===== config.mk =====
export PLATFORM = sky130hd
export DESIGN_NAME = mpq_cell
export DESIGN_NICKNAME = d
export VERILOG_FILES = /design/src/mpq_pkg.sv /design/src/mpq_cell.sv
export SDC_FILE = /design/constraint.sdc
export NUM_CORES = 1
export LEC_CHECK = 0
export BUFFER_PORTS_ARGS = -buffer_cell sky130_fd_sc_hd__buf_2
export CORE_MARGIN = 3
export CORE_UTILIZATION = 46
export DETAILED_ROUTE_END_ITERATION = 6
export PLACE_DENSITY_LB_ADDON = 0.12
export RECOVER_POWER = 100
export SETUP_SLACK_MARGIN = 0.4
export SLEW_MARGIN = 20
export SYNTH_ARGS = -nofsm -noshare
export SYNTH_HDL_FRONTEND = slang
export SYNTH_SLANG_ARGS = --single-unit

===== constraint.sdc =====
create_clock -name i_clk -period 5.17 [get_ports i_clk]
set_input_delay 0.517 -clock i_clk [delete_from_list [all_inputs] [get_ports i_clk]]
set_output_delay 0.517 -clock i_clk [all_outputs]
set_load 0.005 [all_outputs]

===== src/mpq_pkg.sv =====
package mpq_pkg;

    localparam int DEF_QUEUE_DEPTH = 32;
    localparam int KEY_W           = 32;
    localparam int TAG_W           = 8;
    localparam int OCC_W           = 6;

    // kind field codes
    localparam logic KIND_INSERT  = 1'b0;
    localparam logic KIND_EXTRACT = 1'b1;

    typedef enum logic [1:0] {
        ST_OK    = 2'd0,
        ST_EMPTY = 2'd1,
        ST_FULL  = 2'd2
    } t_status;

    typedef struct packed {
        logic [KEY_W-1:0] prio;
        logic [KEY_W-1:0] arrival;
        logic [TAG_W-1:0] tag;
    } t_entry;

    // broadcast to every cell each cycle
    typedef struct packed {
        logic   ins;
        logic   ext;
        t_entry new_entry;
    } t_cell_ctl;

    // what a cell shows its neighbors
    typedef struct packed {
        logic   valid;
        logic   beat;   // incoming entry goes ahead of this cell's entry
        t_entry entry;
    } t_cell_out;

endpackage


===== src/mpq_cell.sv =====
module mpq_cell
    import mpq_pkg::*;
(
    input  logic      i_clk,
    input  logic      i_rst_n,
    input  t_cell_ctl i_ctl,
    input  t_cell_out i_left,   // better neighbor
    input  t_cell_out i_right,  // worse neighbor
    output t_cell_out o_cell
);

    logic   r_valid;
    t_entry r_entry;
    logic   n_valid;
    t_entry n_entry;
    logic   w_beat;

    // invalid slot is always beaten
    assign w_beat = !r_valid
        || (i_ctl.new_entry.prio < r_entry.prio)
        || ((i_ctl.new_entry.prio == r_entry.prio)
            && (i_ctl.new_entry.arrival < r_entry.arrival));

    always_comb begin
        n_valid = r_valid;
        n_entry = r_entry;
        if (i_ctl.ins && w_beat) begin
            if (i_left.beat) begin
                n_valid = i_left.valid;
                n_entry = i_left.entry;
            end else begin
                n_valid = 1'b1;
                n_entry = i_ctl.new_entry;
            end
        end else if (i_ctl.ext) begin
            n_valid = i_right.valid;
            n_entry = i_right.entry;
        end
    end

    always_ff @(posedge i_clk) begin
        if (!i_rst_n) begin
            r_valid <= 1'b0;
        end else begin
            r_valid <= n_valid;
        end
        r_entry <= n_entry;
    end

    assign o_cell.valid = r_valid;
    assign o_cell.beat  = w_beat;
    assign o_cell.entry = r_entry;

endmodule


==> reports/metrics.csv <==
metric,value,unit
fmax,0.237,GHz
Post-synth EDFFs,72,
Final nets,1048,
via count,4733,
Max Cap Viol,0,
Setup crit end kind,flop,
routed len/inst,17.5,um
CTS tree,done,
DRC viols,0,
drt total wl,15900,um
area grow syn2layout,31.7,%
Mapped Area,0.00560,mm^2
Post CTS Setup Buffer Count,0,
Synth area leader,edfxtp_1,
RePlAce Congestion,0.821,
crit-path cells,"inv_1, ha_1, nand4_1, nor4_1, nand3_1, a2111o_1, nor4_1, o31ai_4, nand2b_2, buf_4",
Slew HR,0.315,
Synth top cells by count,"mux2_2 (143), edfxtp_1 (72), inv_1 (66)",
clock sinks,73,
period utilisation layout,0.817,
share of cells above drive strength 1,0.510,
port bufs,296,
total nets after synthesis,755,
Switching Share,0.268,
DP Worst Slack,1120,ps
Die ar.,0.0135,mm^2
number of buffers on the longest clock path,2,
CTS Hold Bufs,0,
P_sw,0.000527,W
Clk pwr share,0.335,
Reg power frac,0.395,
Final setup viols,0,
Layout Skew,5.13,ps
Post-synth ARST share,0,
synth warn,0,
complex-gate fraction of the synthesized area,0.0653,
total track usage,0.225,
Iter 0 DRT Violations,203,
Synth Area in Simple Gates,0.0503,
"Seq/Total Area, Yosys",0.390,
total gr overflow,0,
number of cell rows,39,
share of the synthesized area in the top cell type,0.386,
CP Launch Type,flop,
VDD IR max,0.154,mV
Yosys cell types,35,
most frequent CP cell,nor4_1,
maximum fanout along the worst path,37,
ys flop type,edfxtp_1,
drt pass-1 iters,4,
first-pass GRT wire length,23400,um
family with the most delay on the worst path,simple AND/OR/NAND/NOR gates,
"top cells by area, synth","edfxtp_1 (39%), mux2_2 (29%), ha_1 (14%), inv_1 (4.4%), a21oi_1 (1.8%)",
diode count,0,
Power Density,266,mW/mm^2
Slew Limit Fails,0,
Core Box Area,0.0117,mm^2
Logic pwr share,0.270,
final worst slack,946,ps
Filler Cells Inserted,1005,
vias in the first global route,4834,
RSZ-0062 raised after global routing,no,
largest family of logic cells by synthesized area,multiplexers,
DIE HEIGHT,116,um
Cells after Synth,468,
Internal,0.00144,W
DP HPWL,12800,um
root buffer cell,clkbuf_16,
Post-Route Setup TNS,0,ps
fin crit period,4220,ps
antenna-violating nets left,0,
multi-input logic area,0.00303,mm^2
top-count cell post-synth,mux2_2,
CP required,5180,ps
status,finished clean,
Hold Path Class,input port to flop,
largest net degree at the start of global routing,75,
CP Buf/Inv Count,2,
Synth Register Bits,73,
CTS buffer count,9,
critical path class,flop to flop,
drt via density,5.21,
CP arrival,4230,ps
Final Hold Vio Count,0,
initial core utilization,0.480,
"slowest stage delay, CP",820,ps
Clock Latency Late Sink,330,ps
Worst-path clk slew,60,ps
Die Span X,116,um
mux contribution to synthesized area,0.288,
worst slew pin tran,1030,ps
initial antenna violation count,1,
Worst path slowest cell,nor4_1,
synthesized-area fraction occupied by adder cells,0.141,
P_leak,3.51,nW
register area,0.00218,mm^2
H-tree depth,3,
"Avg Cell Area, Syn",12.0,um^2
I/O pin count,298,
"Gates resized, CTS repair",0,
Post-Synth XOR/XNOR Area,0,
cell families (layout without fill, tap and decap cells):
logic type	after synthesis	in the layout
buf+inv	83	381
mux	143	143
compound gates	57	57
simple gates	49	49
fa+ha+maj	63	63
flops	73	73
layout make-up:
type | instances | area share
inverters | 66 | 0.0336
multi-input cells | 312 | 0.411
flip-flops and latches | 73 | 0.296
clock buffers | 12 | 0.0321
repair buffers | 299 | 0.194
well taps | 143 | 0.0243
clock inverters | 4 | 0.00916
routing by layer:
| metal | share of wire | track usage |
|---|---|---|
| met5 | 0.0011 | 0 |
| met4 | 0.017 | 0.0766 |
| met3 | 0.084 | 0.0617 |
| met2 | 0.51 | 0.414 |
| met1 | 0.38 | 0.249 |
flip-flops by register name, indices dropped and copies added (netlist names):
register / count
o_cell: 72
r_valid: 1
cells in the final DEF, fill, tap and decap left out, types with 4 or more instances in the layout:
cell and count:
nor3_1 4, mux2_2 141, a21oi_1 20, clkbuf_16 9, nand4_1 9, nand2_1 12, ha_1 63, o21ai_0 13
buf_2 232, inv_1 66, nor3b_1 4, nand3_1 5, edfxtp_1 72, a211oi_1 5, buf_4 4, clkbuf_1 66
nor2_1 4, a21o_1 9
power by group through the flow:
| stage | logic (W) | clock network [W] | registers (W) |
|---|---|---|---|
| after detailed placement | 0.000551 | 0 | 0.000786 |
| after CTS | 0.000554 | 0.000673 | 0.000774 |
| final | 0.000530 | 0.000658 | 0.000776 |
| after global placement | 0.000532 | 0 | 0.000782 |
| after global routing | 0.000595 | 0.000704 | 0.000785 |
| after floorplan | 0.000307 | 0 | 0.000797 |
tightest hold or removal path: cells and delay by family:
family | cells | cell delay [ps]
compound gates | 2 | 130
buf+inv | 1 | 90
worst paths after layout:
path / start / to / slack, ps / cells after the start
worst max-delay path: o_cell[67] / o_cell[8] / 950 / 10
worst min-delay path: i_rst_n / r_valid / 460 / 3
worst max register to register: o_cell[67] / o_cell[8] / 950 / 10
worst min register to register: r_valid / r_valid / 700 / 3
stage by stage:
| step | util | instance area, um^2 | total power, W | hold WS [ps] | cells |
|---|---|---|---|---|---|
| global route | 0.632 | 7370 | 0.00208 | 446 | 909 |
| floorplan | - | 5600 | 0.00110 | 592 | 468 |
| CTS | 0.641 | 7470 | 0.00200 | 440 | 909 |
| detailed placement | 0.615 | 7170 | 0.00134 | 693 | 893 |
| finish | 0.632 | 7370 | 0.00196 | 462 | 909 |
| global placement | 0.615 | 7170 | 0.00131 | 636 | 893 |
No activity file was read; power rests on OpenSTA's default activity.
